[config.mk]
export PLATFORM = sky130hd
export DESIGN_NAME = rthsl_div_cell
export DESIGN_NICKNAME = d
export VERILOG_FILES = /design/src/rthsl_pkg.sv /design/src/rthsl_div_cell.sv
export SDC_FILE = /design/constraint.sdc
export NUM_CORES = 1
export LEC_CHECK = 0
export BUFFER_PORTS_ARGS = -buffer_cell sky130_fd_sc_hd__buf_2
export CAP_MARGIN = 40
export CELL_PAD_IN_SITES_DETAIL_PLACEMENT = 1
export CELL_PAD_IN_SITES_GLOBAL_PLACEMENT = 1
export CORE_UTILIZATION = 39
export CTS_BUF_LIST = sky130_fd_sc_hd__clkbuf_8
export DETAILED_ROUTE_END_ITERATION = 16
export GPL_TIMING_DRIVEN = 0
export PLACE_DENSITY = 0.89
export SYNTH_ARGS = -nofsm -noshare
export SYNTH_HDL_FRONTEND = slang
export SYNTH_SLANG_ARGS = --single-unit
[constraint.sdc]
create_clock -name i_clk -period 5.5 [get_ports i_clk]
set_input_delay 1.1 -clock i_clk [delete_from_list [all_inputs] [get_ports i_clk]]
set_output_delay 1.1 -clock i_clk [all_outputs]
set_load 0.005 [all_outputs]
[src/rthsl_pkg.sv]
// Package for the rotated-cube RGB to HSL converter.
// Holds widths, constants, the arctangent table and the pipeline payload types.
// No dependencies.
`default_nettype none
package rthsl_pkg;

    localparam int CordicSteps = 24;
    localparam int SqrtSteps   = 25;
    localparam int DivSteps    = 16;
    localparam int CordicW     = 38;
    localparam int LightShift  = 37;

    localparam logic signed [CordicW-1:0] SQRT3_Q24   = CordicW'(29058991);
    localparam logic [26:0]               LIGHT_RECIP = 27'd89829382;
    localparam logic [31:0]               ACC_POS_QTR = 32'h4000_0000;
    localparam logic [31:0]               ACC_NEG_QTR = 32'hC000_0000;

    // atan(2^-i) in units of pi/2^31
    localparam logic [31:0] ATAN_TAB [CordicSteps] = '{
        32'd536870912, 32'd316933406, 32'd167458907, 32'd85004756, 32'd42667331,
        32'd21354465, 32'd10680862, 32'd5340245, 32'd2670163, 32'd1335087,
        32'd667544, 32'd333772, 32'd166886, 32'd83443, 32'd41722, 32'd20861,
        32'd10430, 32'd5215, 32'd2608, 32'd1304, 32'd652, 32'd326, 32'd163, 32'd81
    };

    // payload through the CORDIC / square-root row
    typedef struct packed {
        logic                      grey;
        logic [16:0]               light;
        logic [8:0]                d;
        logic signed [CordicW-1:0] x;
        logic signed [CordicW-1:0] y;
        logic [31:0]               acc;
        logic [15:0]               p;
        logic [25:0]               rem;
        logic [24:0]               root;
    } t_cpipe;

    // payload through the divider row
    typedef struct packed {
        logic        grey;
        logic [16:0] light;
        logic [31:0] acc;
        logic        ovf;
        logic [9:0]  dv;
        logic [25:0] n;
        logic [9:0]  rem;
        logic [15:0] q;
    } t_dpipe;

endpackage
`default_nettype wire

[src/rthsl_div_cell.sv]
// One cell of the divider row: a restoring step producing quotient bit J.
// Depends on rthsl_pkg.
`default_nettype none
module rthsl_div_cell
    import rthsl_pkg::*;
#(
    parameter int J = 0
) (
    input  wire logic i_clk,
    input  wire logic i_rst_n,
    input  wire logic i_adv,
    input  wire logic i_valid,
    input  t_dpipe    i_data,
    output logic      o_valid,
    output t_dpipe    o_data
);
    logic        r_valid;
    t_dpipe      r_data, n_data;
    logic [10:0] t;

    always_comb begin
        n_data = i_data;
        t = {i_data.rem, i_data.n[J]};
        if (t >= {1'b0, i_data.dv}) begin
            n_data.rem  = 10'(t - {1'b0, i_data.dv});
            n_data.q[J] = 1'b1;
        end else begin
            n_data.rem  = t[9:0];
            n_data.q[J] = 1'b0;
        end
    end

    always_ff @(posedge i_clk) begin
        if (!i_rst_n) begin
            r_valid <= 1'b0;
        end else if (i_adv) begin
            r_valid <= i_valid;
        end
        if (i_adv) r_data <= n_data;
    end

    assign o_valid = r_valid;
    assign o_data  = r_data;
endmodule
`default_nettype wire

==> key figures <==
Status
  – Status: completed

CTS
  – H-tree levels: 4
  – Clk Latency, worst-skew pair: slightly above 0.4 ns
  – Hold buffer count at cts: 0
  – Clk slew on worst S/H paths: around 0.07 ns
  – Post-CTS Setup Inserts: 0
  – Root Buffer: clkbuf_8
  – Clock tree buffer depth: 2
  – Total CTS buffers: 17
  – CTS tree: built
  – TritonCTS Sinks: ~110
  – Post-CTS Resized: 0

Pwr
  – Power density over cell area: 352.1 mW/mm2
  – P_sw: roughly 0.00049 W
  – Combinational power share: between 10% and 20%
  – Reg power frac: 51.9%
  – Clock share of power: a little over a third
  – Leakage: roughly 2.6 nW
  – Tot Pwr: roughly 0.0021 W
  – VDD IR max: 0.1234 mV
  – Switching share of power: 24.08%
  – Internal power: about 0.0016 W

Synthesis
  – Sequential area share after synthesis: a little over four fifths
  – Most frequent cell after synthesis: edfxtp_1
  – Most area-hungry cell type in the Yosys netlist: edfxtp_1
  – Gate Count Post-Synth: between 200 and 250
  – Avg Cell Area, Syn: ~20 um2
  – Fraction of registers with async set/reset: 0%
  – Mapped Area: 0.004099 mm2
  – Share of the synthesized area in the top cell type: 82.78%
  – Number of synthesized flops with an enable pin: around 110
  – Syn. warnings: 0
  – Synth area leaders: edfxtp_1 (83%), ha_1 (3.1%), mux2_4 (2.2%), inv_1 (1.6%), mux2i_1 (1.2%)
  – Commonest cells post-synth: edfxtp_1 (113), inv_1 (18), ha_1 (10)
  – Syn nets: around 330
  – Synth Register Bits: 114
  – Top FF cell, synth: edfxtp_1
  – Netlist cell types: 34

STA
  – Setup TNS: 0 ns
  – Slew Limit Fails: 0
  – RSZ-0062 raised after global routing: no
  – Tcrit/Tclk final: between 40% and 50%
  – Setup violators final: 0
  – Slew headroom: between 60 and 70%
  – Final hold violation count: 0
  – Min cycle time layout: 2.709 ns
  – Worst-margin pin slew: 0.5314 ns
  – Fmax: around 370 MHz
  – Final Skew: 0 ns

Worst hold path
  – Tightest Hold Check Type: reg2reg
  – HP Start: o_valid

Setup path
  – Delay-heaviest family, CP: compound AO/OA/AOI/OAI gates
  – CP Data Required Time: between 5 and 6 ns
  – RR Startpoint: o_valid
  – CP max FO: 10
  – Slowest cell on crit path: ha_1
  – Crit path kind: in2reg
  – CP cell instances: buf_2 -> inv_1 -> ha_1 -> o211ai_2 -> a21oi_2 -> o2111ai_2 -> a31oi_1 -> buf_6 -> mux2_4
  – Buf/Inv on CP: 3
  – CP endpoint kind: register
  – Worst EP arrival: 2.88 ns
  – CP peak stage delay: about 0.38 ns
  – Crit path launch type: input pin
  – Worst setup path start: i_data[54]

GRT
  – Number of global-route vias before repair: about 3100
  – Initial antenna violation count: 4
  – Gr usage total: between 20 and 25%
  – First-pass GRT wire length: between 15000 and 20000 um
  – GR Overflow Total: 0
  – Largest net degree at the start of global routing: 76

Placement
  – Port buffer count: 229
  – DP Cell Count: approximately 570
  – Gpl congestion: slightly above 0.8
  – Post-DP Area: 0.005445 mm2
  – Hpwl dp: 9396 um

Finish
  – Fin area: roughly 0.0058 mm2
  – Synthesis-to-finish area growth: 42.09%
  – Final core utilization: 56.67%
  – Final-stage net count: a little under 600
  – Final Non-Filler Cells: approximately 600
  – Layout cells sized above 1: roughly 59%

Die
  – Initial Util: about 40%
  – Die area: approximately 0.011 mm2
  – I/O Pins: ~230
  – Die width: ~100 um
  – Core area: just over 0.01 mm2
  – Num rows: 37
  – Chip Height: 104.5 um

Routing
  – Total iterations of the first detailed-routing run: 4
  – DR vias/cell: roughly 4.8
  – Initial DRC Count: 180
  – Routed WL: roughly 13000 um
  – Via count: approximately 2900
  – ANT nets after route: 0
  – # DRC: 0
  – Drt wl/cell: approximately 22 um

Flow run
  – Total of max-cap violations: 0
[routing by layer]
layer,share of wire (%),up-vias,GRT usage (%)
li1,-,1290,-
met1,33,1393,22.99
met2,56,161,45.36
met3,8.1,41,9.837
met4,3.0,6,9.898
met5,0.31,-,0
[cells by family (layout without fill, tap and decap cells)]
| logic type | count (synthesis) | in the layout | synth area share, % |
|---|---|---|---|
| flip-flops | 114 | 114 | 83.27 |
| buffers and inverters | 20 | 282 | 2.045 |
| adder cells (fa/ha/maj) | 11 | 11 | 3.541 |
| AND/OR/NAND/NOR | 22 | 22 | 2.839 |
| XOR/XNOR | 5 | 5 | 1.069 |
| multiplexers | 11 | 11 | 3.419 |
| AO/OA/AOI/OAI | 22 | 22 | 3.816 |
| other | 0 | 1 | 0 |
[worst paths after layout]
check        depth (start not counted)    endpoint  slack, ns
max                                  9  o_data[20]       2.79
min                                  2     o_valid       0.53
max reg2reg                          2     o_valid       4.91
min reg2reg                          2     o_valid       0.53
[power groups by stage]
| stage | combinational [W] | sequential, W | clock (W) |
|---|---|---|---|
| global route | 0.000264 | 0.00107 | 0.000781 |
| finish | 0.000247 | 0.00106 | 0.000739 |
| global placement | 0.000230 | 0.00108 | 0 |
| detailed placement | 0.000245 | 0.00108 | 0 |
| CTS | 0.000250 | 0.00107 | 0.000757 |
| floorplan | 0.0000722 | 0.00109 | 0 |
[worst min-delay path, delay by kind of cell, from the launching register on]
kind             cells  cell delay [ns]
muxes                1             0.07
and+or+nand+nor      1             0.09
DFF                  1             0.33
[through the flow]
step	hold WS (ns)	setup WS, ns
after floorplan	0.5073	2.710
after global placement	0.5011	2.132
after detailed placement	0.5139	2.371
after CTS	0.5320	2.811
after global routing	0.5598	2.672
final	0.5298	2.791
[placed cells by master (no fill, tap or decap), types with 2 or more instances in the layout]
| cell type | synthesis | final |
|---|---|---|
| a21oi_1 | 8 | 8 |
| a21oi_2 | 2 | 2 |
| a31oi_1 | 2 | 2 |
| buf_2 | 1 | 229 |
| bufinv_16 | 0 | 2 |
| clkbuf_8 | 0 | 17 |
| clkinv_2 | 0 | 5 |
| clkinvlp_4 | 0 | 6 |
| edfxtp_1 | 113 | 113 |
| ha_1 | 10 | 10 |
| inv_1 | 18 | 18 |
| mux2_4 | 6 | 6 |
| mux2i_1 | 5 | 5 |
| nand2_1 | 2 | 2 |
| nand2b_1 | 3 | 3 |
| nand3_1 | 3 | 3 |
| nand4_1 | 2 | 2 |
| nor2_1 | 6 | 6 |
| nor3_1 | 2 | 2 |
| xnor2_1 | 2 | 2 |
| xor2_1 | 3 | 3 |
[state kept, by name, summed over array words and instances (netlist names)]
| name | count |
|---|---|
| o_data | 113 |
| o_valid | 1 |
[cell type report]
cell class	instances	area, um2
Clock buffer	17	234.0
Timing Repair Buffer	230	1176
Multi-Input combinational cell	71	601.8
Inverter	18	67.56
Tap cell	136	170.2
Fill cell	1085	4453
Buffer	2	16.27
Antenna cell	1	2.502
Sequential cell	114	3413
Clock inverter	15	142.6
No activity file was read; power rests on OpenSTA's default activity.
