## config.mk

```make
export PLATFORM = sky130hd
export DESIGN_NAME = rthsl_front
export DESIGN_NICKNAME = d
export VERILOG_FILES = /design/src/rthsl_pkg.sv /design/src/rthsl_front.sv
export SDC_FILE = /design/constraint.sdc
export NUM_CORES = 1
export LEC_CHECK = 0
export BUFFER_PORTS_ARGS = -buffer_cell sky130_fd_sc_hd__buf_2
export CAP_MARGIN = 30
export CORE_MARGIN = 5
export CORE_UTILIZATION = 60
export DETAILED_ROUTE_END_ITERATION = 7
export PLACE_DENSITY_LB_ADDON = 0.08
export SYNTH_ARGS = -nofsm -noshare
export SYNTH_HDL_FRONTEND = slang
export SYNTH_SLANG_ARGS = --single-unit
```

## constraint.sdc

```tcl
create_clock -name i_clk -period 9.9 [get_ports i_clk]
set_clock_uncertainty 0.1 [all_clocks]
set_input_delay 0.99 -clock i_clk [delete_from_list [all_inputs] [get_ports i_clk]]
set_output_delay 0.99 -clock i_clk [all_outputs]
set_load 0.01 [all_outputs]
```

## src/rthsl_pkg.sv

```systemverilog
// Package for the rotated-cube RGB to HSL converter.
// Holds widths, constants, the arctangent table and the pipeline payload types.
// No dependencies.
`default_nettype none
package rthsl_pkg;

    localparam int CordicSteps = 24;
    localparam int SqrtSteps   = 25;
    localparam int DivSteps    = 16;
    localparam int CordicW     = 38;
    localparam int LightShift  = 37;

    localparam logic signed [CordicW-1:0] SQRT3_Q24   = CordicW'(29058991);
    localparam logic [26:0]               LIGHT_RECIP = 27'd89829382;
    localparam logic [31:0]               ACC_POS_QTR = 32'h4000_0000;
    localparam logic [31:0]               ACC_NEG_QTR = 32'hC000_0000;

    // atan(2^-i) in units of pi/2^31
    localparam logic [31:0] ATAN_TAB [CordicSteps] = '{
        32'd536870912, 32'd316933406, 32'd167458907, 32'd85004756, 32'd42667331,
        32'd21354465, 32'd10680862, 32'd5340245, 32'd2670163, 32'd1335087,
        32'd667544, 32'd333772, 32'd166886, 32'd83443, 32'd41722, 32'd20861,
        32'd10430, 32'd5215, 32'd2608, 32'd1304, 32'd652, 32'd326, 32'd163, 32'd81
    };

    // payload through the CORDIC / square-root row
    typedef struct packed {
        logic                      grey;
        logic [16:0]               light;
        logic [8:0]                d;
        logic signed [CordicW-1:0] x;
        logic signed [CordicW-1:0] y;
        logic [31:0]               acc;
        logic [15:0]               p;
        logic [25:0]               rem;
        logic [24:0]               root;
    } t_cpipe;

    // payload through the divider row
    typedef struct packed {
        logic        grey;
        logic [16:0] light;
        logic [31:0] acc;
        logic        ovf;
        logic [9:0]  dv;
        logic [25:0] n;
        logic [9:0]  rem;
        logic [15:0] q;
    } t_dpipe;

endpackage
`default_nettype wire

```

## src/rthsl_front.sv

```systemverilog
// Front end: two stages forming chroma, P, lightness, divisor and CORDIC start.
// Depends on rthsl_pkg.
`default_nettype none
module rthsl_front
    import rthsl_pkg::*;
(
    input  wire logic       i_clk,
    input  wire logic       i_rst_n,
    input  wire logic [1:0] i_adv,
    input  wire logic       i_valid,
    input  wire logic [7:0] i_red,
    input  wire logic [7:0] i_green,
    input  wire logic [7:0] i_blue,
    output logic [1:0]      o_valid,
    output t_cpipe          o_data
);
    logic                      r_v1, r_v2;
    logic [9:0]                r_sum, n_sum;
    logic signed [9:0]         r_dx, n_dx;
    logic signed [8:0]         r_dy, n_dy, r_rg, n_rg, r_rb, n_rb;
    logic signed [CordicW-1:0] r_ymul, n_ymul;
    logic                      r_grey, n_grey;
    t_cpipe                    r_data, n_data;

    logic signed [17:0]        sqa, sqb, sqc, psum;
    logic [26:0]               num;
    logic [53:0]               prod;
    logic signed [11:0]        dd;
    logic [9:0]                ad, dhalf;
    logic signed [CordicW-1:0] x0;

    always_comb begin
        n_sum  = 10'(i_red) + 10'(i_green) + 10'(i_blue);
        n_dx   = 10'(11'({i_red, 1'b0}) - 11'(i_green) - 11'(i_blue));
        n_dy   = 9'(9'(i_green) - 9'(i_blue));
        n_rg   = 9'(9'(i_red) - 9'(i_green));
        n_rb   = 9'(9'(i_red) - 9'(i_blue));
        n_ymul = CordicW'(n_dy) * SQRT3_Q24;
        n_grey = (i_red == i_green) && (i_green == i_blue);
    end

    always_comb begin
        sqa  = r_rg * r_rg;
        sqb  = r_rb * r_rb;
        sqc  = r_dy * r_dy;
        psum = sqa + sqb + sqc;
        num  = {r_sum, 17'b0} + 27'd765;
        prod = 54'(num) * 54'(LIGHT_RECIP);
        dd   = $signed({1'b0, r_sum, 1'b0}) - 12'sd765;
        ad   = dd[11] ? 10'(-dd) : 10'(dd);
        dhalf = (10'd765 - ad) >> 1;
        x0   = CordicW'(r_dx) <<< 24;

        n_data       = '0;
        n_data.grey  = r_grey;
        n_data.light = prod[53:LightShift];
        n_data.p     = psum[16:1];
        if (ad > 10'd255) begin
            n_data.d = (dhalf == 10'd0) ? 9'd1 : dhalf[8:0];
        end else begin
            n_data.d = 9'd255;
        end
        // fold left half-plane into the right one
        if (x0[CordicW-1] && !r_ymul[CordicW-1]) begin
            n_data.x   = r_ymul;
            n_data.y   = -x0;
            n_data.acc = ACC_POS_QTR;
        end else if (x0[CordicW-1]) begin
            n_data.x   = -r_ymul;
            n_data.y   = x0;
            n_data.acc = ACC_NEG_QTR;
        end else begin
            n_data.x   = x0;
            n_data.y   = r_ymul;
            n_data.acc = '0;
        end
    end

    always_ff @(posedge i_clk) begin
        if (!i_rst_n) begin
            r_v1 <= 1'b0;
            r_v2 <= 1'b0;
        end else begin
            if (i_adv[0]) r_v1 <= i_valid;
            if (i_adv[1]) r_v2 <= r_v1;
        end
        if (i_adv[0]) begin
            r_sum  <= n_sum;
            r_dx   <= n_dx;
            r_dy   <= n_dy;
            r_rg   <= n_rg;
            r_rb   <= n_rb;
            r_ymul <= n_ymul;
            r_grey <= n_grey;
        end
        if (i_adv[1]) r_data <= n_data;
    end

    assign o_valid = {r_v2, r_v1};
    assign o_data  = r_data;
endmodule
`default_nettype wire

```

==> results by group <==
Run status
  – Outcome: complete, no violations

Clock network
  – Post_cts resized: 0
  – Clock Pin Slew Worst Setup and Hold Paths: roughly 0.060 ns
  – TritonCTS clock tree: yes
  – Number of hold buffers added after CTS: 0
  – Htree depth: 1
  – Clk Tree Root Cell: clkbuf_16
  – Clock Path Buffers: 3
  – Sink Count: ~200
  – Worst skew pair latency: 0.56 ns
  – Setup bufs post-CTS: 0
  – CTS Buf Count: 26

STA
  – Fin. max-slew vios: 0
  – Minimum clock period: roughly 7.8 ns
  – Fmax: between 0.1 and 0.15 GHz
  – Final setup TNS: 0 ns
  – Slew headroom: a little over a third
  – RSZ-0062 raised after global routing: no
  – Tightest Pin Transition: 0.964 ns
  – Final hold vios: 0
  – Final setup fails: 0
  – Crit share post-route: slightly below 80%

Worst setup path
  – Worst path arrival time: ~8 ns
  – Crit path largest cell delay: between 0.5 and 0.6 ns
  – Crit path required time: roughly 10 ns
  – Critical R2R Launch: r_rb[2]
  – Critical-path maximum fanout: 10
  – R2R depth: 24
  – CP Capture Type: flip-flop
  – CP startpoint: i_blue[1]
  – WS Path Type: in -> reg
  – Slowest library cell on the worst path: fa_1
  – Worst Setup Start Kind: input pin

Drt
  – Initial drt markers: 975
  – Remaining DRCs: 0
  – Drt pass-1 iters: 5
  – Final wirelength: roughly 62000 um
  – Vias: 17300
  – Vias/cell: approximately 5.3
  – WL/cell: between 15 and 20 um
  – Post-route ant nets: 0

Worst hold path
  – Hold Path Origin: r_grey
  – Hold depth: 0
  – Min-delay worst type: reg -> reg

Placement
  – PortBufs: 151
  – Post-detail-place hpwl: ~53000 um
  – RePlAce Congestion: 0.917
  – Placed inst area: ~28000 um2

Global routing
  – Initial antenna violation count: 1
  – First-pass GRT wire length: 98900 um
  – GRT Overall Usage: 26.2%
  – Largest net degree at the start of global routing: slightly below 90
  – Vias in the first global route: between 15000 and 20000
  – GRT overflow: 0

Floorplan
  – Die Span Y: ~220 um
  – Core area: between 40000 and 50000 um2
  – I/O pin cnt: 233
  – Initial Util: 60.5%
  – Die Wd: between 200 and 250 um
  – Total Die Area: 48700 um2
  – Cell Rows: 77

Logic synthesis
  – Post-synthesis register bit count: approximately 200
  – Asr flop ratio synth: 0%
  – Post-Synthesis Cells: 2513
  – Sequential fraction of the synthesis area: 22.9%
  – Most used DFF post-synth: edfxtp_1
  – Mapped Area: around 27000 um2
  – Number of synthesis warnings: 0
  – Syn_area_per_cell: about 11 um2
  – Top-area cell type share of the netlist area: a little over a quarter
  – Post-synth top area cell: fa_1
  – Post-synth EDFFs: 202
  – Synth top area cells: fa_1 (27%), edfxtp_1 (23%), ha_1 (18%)
  – Netlist cell types: 65

Run
  – Max-Cap Viols: 0

Layout
  – Fraction of layout cells with a size suffix above 1: under 10%
  – ANT cells: 0
  – Area grow syn2layout: 7.67%
  – Final Cell Area: 28700 um2
  – Commonest non-fill, non-tap cells in the layout: inv_1 (551), ha_1 (391), fa_1 (364)
  – Most common cell after layout, fill and taps aside: inv_1
  – Fillcell total: between 3000 and 4000
  – Nets@finish: ~3500
## cell type report
class	count	area (um2)	area share, %
multi-input cells	1721	18000	62.8
repair buffers	163	872	3.04
flip-flops and latches	204	6110	21.3
clock buffers	28	658	2.30
well taps	592	741	2.58
clock inverters	19	210	0.733
inverters	553	2080	7.24
## through the flow
stage               setup WS [ns]  std cells  utilization [%]  hold WS (ns)
floorplan                    2.14       2596                -         0.300
global placement             1.11       3230             63.1         0.307
detailed placement           1.48       3232             63.1         0.344
CTS                          2.07       3279             65.1         0.358
global route                 1.51       3280             65.1         0.363
finish                       2.09       3280             65.1         0.360
## registers in the layout, summed over array words and instances, names as in the netlist
register,flops
r_dx,10
r_rg,9
r_ymul,34
r_grey,1
r_rb,9
r_sum,10
r_dy,8
r_v1,1
o_data,121
r_v2,1
## critical path: cells and delay by family
kind	cells	cell delay [ns]
adder cells (fa/ha/maj)	7	2.80
AO/OA/AOI/OAI	12	2.79
buffers and inverters	6	0.80
XOR/XNOR	2	0.33
AND/OR/NAND/NOR	3	0.27
## synth_stat cells, drive strengths merged (4+ instances only)
master,n
nor2,117
o21bai,16
o21ai,43
nand2b,17
or3,8
or2,8
xor2,52
o31ai,14
and3,6
nand4,10
and2,75
a21o,35
fa,364
nand3,18
ha,391
buf,85
a31oi,12
edfxtp,202
mux2i,5
or4,5
a21oi,97
a211oi,7
xnor2,123
nor3,20
clkbuf,33
nor2b,50
nor4,6
inv,551
o21a,11
nand2,89
o211ai,4
## path summary, 6_finish.rpt
check,end,slack [ns]
worst max-delay path,r_ymul[32],2.09
worst min-delay path,o_data[201],0.36
worst max register to register,o_data[63],2.45
worst min register to register,o_data[201],0.36
## logic make-up (layout without fill, tap and decap cells)
logic type / after synthesis / count (layout) / share of synthesized area (%)
adder cells (fa/ha/maj): 756 / 756 / 45.8
buffers and inverters: 671 / 763 / 10.6
AND/OR/NAND/NOR: 433 / 433 / 8.26
AO/OA/AOI/OAI: 266 / 266 / 6.36
flip-flops: 204 / 204 / 22.9
XOR/XNOR: 175 / 175 / 5.76
multiplexers: 7 / 7 / 0.273
other: 1 / 84 / 0.0141
## metal layers
metal	track usage (%)	share of wire, %	up-vias
met5	0	0	-
met4	9.92	4.2	0
met3	4.26	4.9	126
met2	43.9	49	360
met1	34.7	42	8578
li1	-	-	8202
Power is not shown: default switching activity piles up to over one toggle a cycle in this logic, so the estimate is an artifact.
