[config.mk]
export PLATFORM = sky130hd
export DESIGN_NAME = rthsl_cell
export DESIGN_NICKNAME = d
export VERILOG_FILES = /design/src/rthsl_pkg.sv /design/src/rthsl_cell.sv
export SDC_FILE = /design/constraint.sdc
export NUM_CORES = 1
export LEC_CHECK = 0
export BUFFER_PORTS_ARGS = -buffer_cell sky130_fd_sc_hd__buf_2
export CAP_MARGIN = 20
export CORE_MARGIN = 2
export CORE_UTILIZATION = 58
export DETAILED_ROUTE_END_ITERATION = 8
export GPL_ROUTABILITY_DRIVEN = 0
export PLACE_DENSITY = 0.86
export SETUP_SLACK_MARGIN = 0.02
export SYNTH_ARGS = -nofsm -noshare
export SYNTH_HDL_FRONTEND = slang
export SYNTH_SLANG_ARGS = --single-unit
[constraint.sdc]
create_clock -name i_clk -period 6.8 [get_ports i_clk]
set_input_delay 0.34 -clock i_clk [delete_from_list [all_inputs] [get_ports i_clk]]
set_output_delay 0.34 -clock i_clk [all_outputs]
set_load 0.01 [all_outputs]
[src/rthsl_pkg.sv]
// Package for the rotated-cube RGB to HSL converter.
// Holds widths, constants, the arctangent table and the pipeline payload types.
// No dependencies.
`default_nettype none
package rthsl_pkg;

    localparam int CordicSteps = 24;
    localparam int SqrtSteps   = 25;
    localparam int DivSteps    = 16;
    localparam int CordicW     = 38;
    localparam int LightShift  = 37;

    localparam logic signed [CordicW-1:0] SQRT3_Q24   = CordicW'(29058991);
    localparam logic [26:0]               LIGHT_RECIP = 27'd89829382;
    localparam logic [31:0]               ACC_POS_QTR = 32'h4000_0000;
    localparam logic [31:0]               ACC_NEG_QTR = 32'hC000_0000;

    // atan(2^-i) in units of pi/2^31
    localparam logic [31:0] ATAN_TAB [CordicSteps] = '{
        32'd536870912, 32'd316933406, 32'd167458907, 32'd85004756, 32'd42667331,
        32'd21354465, 32'd10680862, 32'd5340245, 32'd2670163, 32'd1335087,
        32'd667544, 32'd333772, 32'd166886, 32'd83443, 32'd41722, 32'd20861,
        32'd10430, 32'd5215, 32'd2608, 32'd1304, 32'd652, 32'd326, 32'd163, 32'd81
    };

    // payload through the CORDIC / square-root row
    typedef struct packed {
        logic                      grey;
        logic [16:0]               light;
        logic [8:0]                d;
        logic signed [CordicW-1:0] x;
        logic signed [CordicW-1:0] y;
        logic [31:0]               acc;
        logic [15:0]               p;
        logic [25:0]               rem;
        logic [24:0]               root;
    } t_cpipe;

    // payload through the divider row
    typedef struct packed {
        logic        grey;
        logic [16:0] light;
        logic [31:0] acc;
        logic        ovf;
        logic [9:0]  dv;
        logic [25:0] n;
        logic [9:0]  rem;
        logic [15:0] q;
    } t_dpipe;

endpackage
`default_nettype wire

[src/rthsl_cell.sv]
// One cell of the main row: a CORDIC vectoring step and a square-root digit.
// Depends on rthsl_pkg.
`default_nettype none
module rthsl_cell
    import rthsl_pkg::*;
#(
    parameter int K = 0
) (
    input  wire logic i_clk,
    input  wire logic i_rst_n,
    input  wire logic i_adv,
    input  wire logic i_valid,
    input  t_cpipe    i_data,
    output logic      o_valid,
    output t_cpipe    o_data
);
    logic                      r_valid;
    t_cpipe                    r_data, n_data;
    logic [1:0]                pair;
    logic [27:0]               rs;
    logic [26:0]               tr;
    logic signed [CordicW-1:0] xs, ys;

    // P holds the only nonzero radicand digits; the rest are zero
    if (K < 8) begin : g_pair
        assign pair = i_data.p[15-2*K -: 2];
    end else begin : g_zero
        assign pair = 2'b00;
    end

    always_comb begin
        n_data = i_data;
        rs = {i_data.rem, pair};
        tr = {i_data.root, 2'b01};
        if (rs >= {1'b0, tr}) begin
            n_data.rem  = 26'(rs - {1'b0, tr});
            n_data.root = {i_data.root[23:0], 1'b1};
        end else begin
            n_data.rem  = rs[25:0];
            n_data.root = {i_data.root[23:0], 1'b0};
        end
        xs = i_data.x >>> K;
        ys = i_data.y >>> K;
        if (K < CordicSteps) begin
            if (!i_data.y[CordicW-1]) begin
                n_data.x   = i_data.x + ys;
                n_data.y   = i_data.y - xs;
                n_data.acc = i_data.acc + ATAN_TAB[K % CordicSteps];
            end else begin
                n_data.x   = i_data.x - ys;
                n_data.y   = i_data.y + xs;
                n_data.acc = i_data.acc - ATAN_TAB[K % CordicSteps];
            end
        end
    end

    always_ff @(posedge i_clk) begin
        if (!i_rst_n) begin
            r_valid <= 1'b0;
        end else if (i_adv) begin
            r_valid <= i_valid;
        end
        if (i_adv) r_data <= n_data;
    end

    assign o_valid = r_valid;
    assign o_data  = r_data;
endmodule
`default_nettype wire

==> impl_metrics.json, run 1 <==
{
  "wl_per_cell_um": 22.5,
  "endpoint": "o_data[29]",
  "netlist_instances": 1508,
  "synth_top_family_by_area": "compound AO/OA/AOI/OAI gates",
  "worstSetupStartpointType": "input pin",
  "relSlewSlack": 0.413,
  "fmax_mhz": 311,
  "synth_cell_type_count": 91,
  "ys_seq_area_frac": 0.410,
  "fin_nets": 2281,
  "cts_tree": "built",
  "rr_worst_depth": 2,
  "cp_max_fo": 36,
  "antenna_found_initial": 6,
  "synth_fa_ha_area_frac": 0.130,
  "clkLatencyLatePin_ns": 0.50,
  "fillCellCount": 1834,
  "timing.rr.end": "o_valid",
  "synth_edf_count": 201,
  "drive_gt1_frac": 0.253,
  "synth_area_um2": 14800,
  "numCtsBuffers": 23,
  "synthesis.nets": 1865,
  "synthMuxAreaShare": 0.0164,
  "numPortBuffers": 408,
  "p_total_mw": 4.07,
  "worst-setup-path-type": "input pin to flop",
  "worstPathRequired_ns": 7.08,
  "yosys.area_share.xor_xnor": 0.0558,
  "drt_wl_total_um": 51100,
  "hold_buffers": 19,
  "finalHoldViolations": 0,
  "area_growth_pct": 22.3,
  "viasPerCell": 6.26,
  "rrSetupSlack_ns": 6.15,
  "status": "completed",
  "die_w_um": 163,
  "rows": 58,
  "grt_use_total": 0.357,
  "tns_ns": 0,
  "powerDensity_nw_per_um2": 226,
  "maxCapViolCount": 0,
  "synth_compound_area_frac": 0.214,
  "mostFrequentLayoutCells": "buf_2 (407), edfxtp_1 (201), a21oi_1 (153)",
  "cts_root_buf": "clkbuf_16",
  "final_common_cell": "buf_2",
  "overflow": 0,
  "cts_resized": 0,
  "post-route-min-period_ns": 3.22,
  "drc": 0,
  "vias": 14200,
  "fin_skew_ns": 0,
  "die_h_um": 163,
  "ant_nets": 0,
  "period_share": 0.473,
  "setup_violations": 0,
  "ctsHtreeMaxLevel": 1,
  "cp-end-kind": "flop",
  "leakage_nw": 8.17,
  "ir_drop_mv": 0.238,
  "syn_area_per_cell_um2": 9.78,
  "start_util": 0.588,
  "grt_pass1_vias": 13400,
  "clock_sinks": 202,
  "rsz0062_at_grt": "false",
  "min_path_type": "input pin to flop",
  "die-area_um2": 26700,
  "grt_max_degree": 102,
  "worst_ep_arrival_time_ns": 3.49,
  "ys_async_sr_fraction": 0,
  "synth_simple_gate_area_frac": 0.115,
  "slew_viol_final": 0,
  "clk_pin_slew_ns": 0.06,
  "synth-warning-count": 0,
  "grt_pass1_wl_um": 73800,
  "core_area_um2": 25100,
  "setup_ws_ns": 3.58,
  "r2r-start": "o_valid",
  "worst_pin_slew_ns": 0.880,
  "drtPass1Iterations": 6,
  "drtIter0Drc": 1841,
  "synth_seq_cells": 202,
  "clk_path_buf_depth": 3,
  "yosys_most_used_dff": "edfxtp_1",
  "cts_setup_buffers": 0,
  "pre_cts_slack_ns": 3.27,
  "num_io_pins": 409,
  "post-dp-hpwl_um": 38600,
  "startpoint": "i_data[15]"
}
==> stage by stage <==
stage / std cells / hold WS (ns) / instance area [um2] / util
2_1_floorplan: 1508 / 0.439 / 14800 / -
6_report: 2274 / 0.0120 / 18000 / 0.719
3_5_place_dp: 2191 / 0.518 / 17000 / 0.675
3_3_place_gp: 2191 / 0.497 / 17000 / 0.675
4_1_cts: 2251 / 0.0000344 / 17800 / 0.711
5_1_grt: 2272 / -0.00255 / 18000 / 0.718
==> worst min path at each step <==
stage	start	to	depth (start not counted)	slack (ns)
final	i_data[178]	o_data[178]	1	0.01
after global routing	i_data[90]	o_data[90]	1	-0.003
after CTS	i_data[87]	o_data[87]	1	0.00003
after detailed placement	i_data[190]	o_data[190]	1	0.52
after global placement	o_valid	o_valid	2	0.50
after floorplan	i_data[9]	o_data[10]	0	0.44
==> routing by layer <==
metal / wire, um / track usage / vias to the layer above
met5: 27 / 0 / -
li1: - / - / 6299
met1: 18200 / 0.426 / 6630
met4: 3330 / 0.220 / 4
met2: 23800 / 0.579 / 1054
met3: 5740 / 0.0927 / 243
==> power by group <==
group	switching, mW	internal, mW	leakage (nW)
logic	0.778	0.476	5.86
clock network	0.523	0.657	0.334
registers	0.0632	1.57	1.97
==> synthesized netlist by cell type, types with 23 or more instances <==
cell type,number,share of area
nand2_1,94,0.024
ha_1,147,0.12
inv_1,148,0.038
clkbuf_1,25,0.0064
o21ai_0,97,0.033
mux2i_1,23,0.016
o31ai_1,23,0.012
xnor2_1,75,0.045
nor2_1,102,0.026
a21o_1,46,0.023
edfxtp_1,201,0.41
nor3_1,33,0.011
a21oi_1,153,0.052
==> worst max-delay path: stages <==
cell and delay, ns:
dlygate4sd3_1 0.54, buf_2 0.13, inv_1 0.05, ha_1 0.37, a21oi_1 0.17, o21ai_0 0.17
nand2b_1 0.11, o311ai_0 0.12, a31oi_1 0.26, a21oi_1 0.15, o32ai_4 0.36, buf_4 0.45
a211oi_1 0.09, a21o_1 0.16
==> registers in the layout, summed over array words and instances, names as in the netlist <==
register  cells
o_data      201
o_valid       1
==> final cells by class <==
cell class | count | area [um2] | area share
Antenna cell | 4 | 10.0 | 0.000555
Clock buffer | 25 | 583 | 0.0323
Clock inverter | 16 | 114 | 0.00631
Inverter | 149 | 559 | 0.0310
Multi-Input combinational cell | 1096 | 7830 | 0.434
Sequential cell | 202 | 6060 | 0.336
Tap cell | 330 | 413 | 0.0229
Timing Repair Buffer | 452 | 2480 | 0.137
==> cells by family after synthesis <==
kind of cell,Yosys count
adders and majority gates,151
AOI/OAI and AO/OA,476
DFF,202
xor gates and xnor gates,94
muxes,24
buffers and inverters,210
and+or+nand+nor,351
Power figures use the tool's default switching activity.
==> run 2, diff against run 1 <==
--- a/config.mk
+++ b/config.mk
@@ -8,10 +8,10 @@
 export BUFFER_PORTS_ARGS = -buffer_cell sky130_fd_sc_hd__buf_2
 export CAP_MARGIN = 20
 export CORE_MARGIN = 2
-export CORE_UTILIZATION = 58
+export CORE_UTILIZATION = 49
 export DETAILED_ROUTE_END_ITERATION = 8
 export GPL_ROUTABILITY_DRIVEN = 0
-export PLACE_DENSITY = 0.86
+export PLACE_DENSITY = 0.78
 export SETUP_SLACK_MARGIN = 0.02
 export SYNTH_ARGS = -nofsm -noshare
 export SYNTH_HDL_FRONTEND = slang
==> constraint.sdc (replaced) <==
create_clock -name i_clk -period 2.9 [get_ports i_clk]
set_input_delay 0.145 -clock i_clk [delete_from_list [all_inputs] [get_ports i_clk]]
set_output_delay 0.145 -clock i_clk [all_outputs]
set_load 0.01 [all_outputs]
==> run 2 against run 1 <==
Net effect:
- wire length grew 8.1%
- clock-buffer cell count grew 1
- die area up 18%
- clock skew did not move
- critical path depth is the same
- combinational power increased to 2.8 times the previous value
- sequential share of layout area fell by 4.0 points
- final cell count rose by 14%
- total power rose to 2.5 times the previous value
- hold slack better by 0.054 ns
- critical path type unchanged
- critical endpoint is now o_data[31]
- largest cell class unchanged
==> impl_metrics.json, run 2 (same netlist as run 1, synthesis figures left out) <==
{
  "dp.cells": 2427,
  "cp-end-kind": "flop",
  "crit_path_cell_trace": "dlygate4sd3_1, buf_2, inv_1, ha_1, o21a_1, o31a_1, o211a_1, or2_1, a31oi_2, a21oi_2, o32ai_4, buf_4, clkbuf_16, o21ai_2",
  "vias": 15100,
  "busiest_layer": "met2",
  "worst-setup-path-type": "input pin to flop",
  "rrSetupSlack_ns": 1.75,
  "grtUsageMet1": 0.383,
  "post-dp-hpwl_um": 40600,
  "area_growth_pct": 38.8,
  "drive_gt1_frac": 0.307,
  "holdPathStages": 3,
  "fmax_mhz": 351,
  "worstSetupStartpointType": "input pin",
  "fillCellCount": 2229,
  "ir_drop_mv": 0.353,
  "powerDensity_nw_per_um2": 499,
  "numPortBuffers": 408,
  "placed_cell_area_um2": 18400,
  "mostFrequentLayoutCells": "buf_2 (407), edfxtp_1 (201), buf_4 (179)",
  "rows": 63,
  "maxCapViolCount": 0,
  "drtIter0Drc": 2068,
  "wl_per_cell_um": 21.3,
  "die_h_um": 178,
  "endpoint": "o_data[31]",
  "clkLatencyLatePin_ns": 0.51,
  "clk_path_buf_depth": 3,
  "grt_pass1_vias": 14600,
  "worst_pin_slew_ns": 0.761,
  "cp_max_fo": 13,
  "period_share": 0.983,
  "ant_nets": 0,
  "ctsHtreeMaxLevel": 1,
  "drc": 0,
  "relSlewSlack": 0.492,
  "start_util": 0.498,
  "post-route-min-period_ns": 2.85,
  "met3_usage": 0.0990,
  "slew_viol_final": 0,
  "crit_path_max_incr_delay_ns": 0.54,
  "postLayoutCellArea_um2": 20500,
  "core_area_um2": 29600,
  "drtPass1Iterations": 7,
  "timing.rr.end": "o_valid",
  "final_cells": 2596,
  "numCtsBuffers": 23,
  "cts_root_buf": "clkbuf_16",
  "grt_pass1_wl_um": 81100,
  "clk_pin_slew_ns": 0.07,
  "fin_nets": 2544,
  "antenna_found_initial": 7,
  "cts_tree": "built",
  "grt_max_degree": 70,
  "min_path_type": "input pin to flop",
  "rr_worst_depth": 3,
  "worstPathRequired_ns": 3.19,
  "grt_use_total": 0.333,
  "startpoint": "i_data[4]",
  "status": "completed",
  "leakage_nw": 9.45,
  "largest_register_ffs": 201,
  "fin_skew_ns": 0,
  "rsz0062_at_grt": "true",
  "grt.met2_usage": 0.542,
  "die_w_um": 178,
  "setup_violations": 0,
  "drt_wl_total_um": 55300,
  "finalHoldViolations": 0,
  "viasPerCell": 5.82,
  "worst_ep_arrival_time_ns": 3.14,
  "cp_slowest_cell": "dlygate4sd3_1",
  "final_common_cell": "buf_2",
  "overflow": 0,
  "clock_sinks": 202,
  "num_io_pins": 409,
  "r2r-start": "o_valid",
  "die-area_um2": 31500
}
==> run 2: changes by cell type in the layout (fill, tap and decap cells not counted), moves of 2 or more <==
cell / change
buf_4: +173
dlygate4sd3_1: +83
buf_12: +5
o21ai_0: -5
clkinv_2: -3
o21ai_1: +3
bufinv_16: +2
clkbuf_16: +2
o21ai_2: +2
==> run 2: layout make-up <==
| type | instances | area [um2] | area share |
|---|---|---|---|
| diodes | 4 | 10.0 | 0.000489 |
| well taps | 390 | 488 | 0.0238 |
| repair buffers | 715 | 4760 | 0.232 |
| flip-flops and latches | 202 | 6060 | 0.296 |
| clock inverters | 14 | 156 | 0.00764 |
| multi-input cells | 1096 | 7860 | 0.384 |
| clock buffers | 26 | 587 | 0.0287 |
| inverters | 149 | 559 | 0.0273 |
==> run 2: power by group <==
group | switching (mW) | total [mW] | internal (mW)
logic | 1.97 | 3.45 | 1.47
clock network | 1.22 | 2.94 | 1.72
registers | 0.144 | 3.83 | 3.69
total | 3.33 | 10.2 | 6.88
==> run 2: repair_timing <==
| action | in CTS | in global routing |
|---|---|---|
| setup buffers | 0 | 2 |
| endpoints found under the setup margin | 0 | 24 |
| gates resized for setup | 0 | 12 |
| endpoints found under the hold margin | 121 | 0 |
| hold buffers | 121 | 0 |
==> run 2: stage by stage <==
| stage | hold WS (ns) | TNS, ns | total power, mW | utilization | worst slack [ns] |
|---|---|---|---|---|---|
| finish | 0.0656 | 0 | 10.2 | 0.691 | 0.0490 |
| global placement | 0.322 | -2.60 | 6.93 | 0.621 | -0.161 |
| CTS | 0.0165 | 0 | 10.1 | 0.687 | 0.0365 |
| global route | 0.0759 | 0 | 10.6 | 0.691 | 0.00334 |
| floorplan | 0.244 | 0 | 5.57 | - | 0.241 |
| detailed placement | 0.323 | -4.94 | 7.00 | 0.621 | -0.221 |
==> run 2: layer usage <==
metal,up-vias,wire (um)
li1,6834,-
met1,6925,20100
met2,1066,25000
met3,279,5940
met4,4,4290
met5,-,28
==> run 2: worst min-delay path by stage <==
stage           startpoint    endpoint  slack (ns)
2_1_floorplan    i_data[9]  o_data[10]        0.24
3_3_place_gp    i_data[88]  o_data[88]        0.32
3_5_place_dp    i_data[64]  o_data[64]        0.32
4_1_cts         i_data[30]  o_data[32]        0.02
5_1_grt        i_data[137]  o_data[99]        0.08
6_report       i_data[137]  o_data[99]        0.07
==> run 2: critical path: cells and delay by family <==
family                   cells  cell delay, ns
AND/OR/NAND/NOR              1            0.14
buffers and inverters        5            1.14
adder cells (fa/ha/maj)      1            0.36
AO/OA/AOI/OAI                7            1.35
==> run 3, diff against run 2 <==
--- a/config.mk
+++ b/config.mk
@@ -11,7 +11,9 @@
 export CORE_UTILIZATION = 49
 export DETAILED_ROUTE_END_ITERATION = 8
 export GPL_ROUTABILITY_DRIVEN = 0
+export MAX_ROUTING_LAYER = met4
 export PLACE_DENSITY = 0.78
+export RECOVER_POWER = 50
 export SETUP_SLACK_MARGIN = 0.02
 export SYNTH_ARGS = -nofsm -noshare
 export SYNTH_HDL_FRONTEND = slang
==> run 3 against run 2 <==
Net effect:
- the run now ends with max-capacitance violations, max-slew violations left
- combinational power is essentially flat
- register-to-register slack worse by 0.02 ns
- hold slack worse by 0.036 ns
- flip-flop and latch count is the same
- sequential power is essentially flat
- design area is 0.15% lower
- total power decreased by 0.11%
- setup slack better by 0.013 ns
==> impl_metrics.json, run 3 (same netlist as run 1, synthesis figures left out) <==
{
  "r2r-start": "o_valid",
  "drt_wl_total_um": 55300,
  "cp-end-kind": "flop",
  "clkLatencyLatePin_ns": 0.50,
  "status": "finished with violations",
  "rr_worst_depth": 3,
  "holdPathStages": 3,
  "ant_nets": 0,
  "drtPass1Iterations": 6,
  "largest_register_ffs": 201,
  "drtIter0Drc": 1988,
  "period_share": 0.979,
  "worst_pin_slew_ns": 1.60,
  "overflow": 0,
  "antenna_found_initial": 5,
  "rows": 63,
  "die-area_um2": 31500,
  "leakage_nw": 9.39,
  "crit_path_cell_trace": "dlygate4sd3_1, buf_2, inv_1, ha_1, nand2_1, nor2_1, a32o_1, a211oi_1, a311o_1, o21a_1, o21ai_0, xnor2_1, o21ai_1",
  "hold_path_end": "o_data[31]",
  "post-route-min-period_ns": 2.84,
  "fin_nets": 2543,
  "maxCapViolCount": 1,
  "fin_skew_ns": 0,
  "slew_viol_final": 51,
  "worstSetupStartpointType": "input pin",
  "area_growth_pct": 38.6,
  "post-dp-hpwl_um": 40600,
  "powerDensity_nw_per_um2": 499,
  "whs_ns": 0.0298,
  "grt_pass1_wl_um": 80900,
  "ir_drop_mv": 0.351,
  "mostFrequentLayoutCells": "buf_2 (390), edfxtp_1 (201), buf_4 (178)",
  "cts_root_buf": "clkbuf_16",
  "vias": 15200,
  "viasPerCell": 5.85,
  "num_io_pins": 409,
  "worst_ep_arrival_time_ns": 3.09,
  "die_h_um": 178,
  "ctsHtreeMaxLevel": 1,
  "dp.cells": 2427,
  "cp_slowest_cell": "dlygate4sd3_1",
  "violations": "max-capacitance violations, max-slew violations",
  "min-delay-start": "i_data[29]",
  "wl_per_cell_um": 21.3,
  "die_w_um": 178,
  "cts_tree": "built",
  "rrSetupSlack_ns": 1.73,
  "clk_pin_slew_ns": 0.07,
  "final_common_cell": "buf_2",
  "setup_violations": 0,
  "core_area_um2": 29600,
  "relSlewSlack": -0.0656,
  "start_util": 0.498,
  "crit_path_max_incr_delay_ns": 0.52,
  "setup_ws_ns": 0.0621,
  "grt_pass1_vias": 14600,
  "numCtsBuffers": 23,
  "final_cells": 2597,
  "drc": 0,
  "cp_max_fo": 6,
  "rsz0062_at_grt": "true",
  "clk_path_buf_depth": 3,
  "pre_cts_slack_ns": -0.221,
  "grt_max_degree": 70,
  "worst-setup-path-type": "input pin to flop",
  "drive_gt1_frac": 0.299,
  "numPortBuffers": 408,
  "clock_sinks": 202,
  "fmax_mhz": 352,
  "finalHoldViolations": 0,
  "min_path_type": "input pin to flop",
  "grt_use_total": 0.342,
  "timing.rr.end": "o_valid",
  "worstPathRequired_ns": 3.15,
  "final_util": 0.690
}
## run 3: cell count changes in the layout (fill, tap and decap cells not counted), moves of 2 or more
cell,before,now
buf_2,407,390
diode_2,4,6
clkbuf_1,3,20
ha_1,147,145
## run 3: power by group
part | internal [mW] | total [mW] | switching, mW
registers | 3.69 | 3.83 | 0.141
logic | 1.47 | 3.44 | 1.97
clock network | 1.72 | 2.93 | 1.21
## run 3: critical path: cells and delay by family
kind            cells  cell delay [ns]
buf+inv             3             0.77
fa+ha+maj           1             0.39
xor+xnor            1             0.15
compound gates      6             1.21
simple gates        2             0.42
## run 3: routing by layer
metal / vias up / GRT usage / part of all wire
li1: 6845 / - / -
met1: 6987 / 0.389 / 0.36
met2: 1075 / 0.540 / 0.46
met3: 294 / 0.0895 / 0.10
met4: 0 / 0.211 / 0.075
met5: - / - / 0
## run 3: layout make-up
type	count	area (um2)
fill	2247	9200
sequential	202	6060
timing repair buffer	714	4720
clock inverter	14	156
multi-input combinational	1096	7860
antenna	6	15.0
inverter	149	559
tap	390	488
clock buffer	26	587
## run 3: worst max path at each step
stage                 from     endpoint  slack, ns  depth (start not counted)
5_1_grt         i_data[13]   o_data[50]      -0.05                         13
6_report        i_data[13]   o_data[50]       0.06                         13
3_5_place_dp    i_data[99]  o_data[155]      -0.22                         14
3_3_place_gp   i_data[103]  o_data[166]      -0.16                         13
4_1_cts         i_data[25]   o_data[44]       0.04                         12
2_1_floorplan   i_data[99]  o_data[133]       0.24                         11
## run 3: timing repair
action | 4_1_cts | 5_1_grt
buffers inserted | 0 | 1
hold endpoints to repair | 121 | 0
hold buffers | 121 | 0
setup endpoints to repair | 0 | 24
resized for setup | 0 | 11
## run 3: through the flow
stage / setup TNS (ns) / total power, mW / area, um2
finish: 0 / 10.2 / 20400
detailed placement: -4.94 / 7.00 / 18400
global route: -0.0510 / 10.6 / 20400
CTS: 0 / 10.1 / 20400
floorplan: 0 / 5.57 / 14800
global placement: -2.60 / 6.93 / 18400
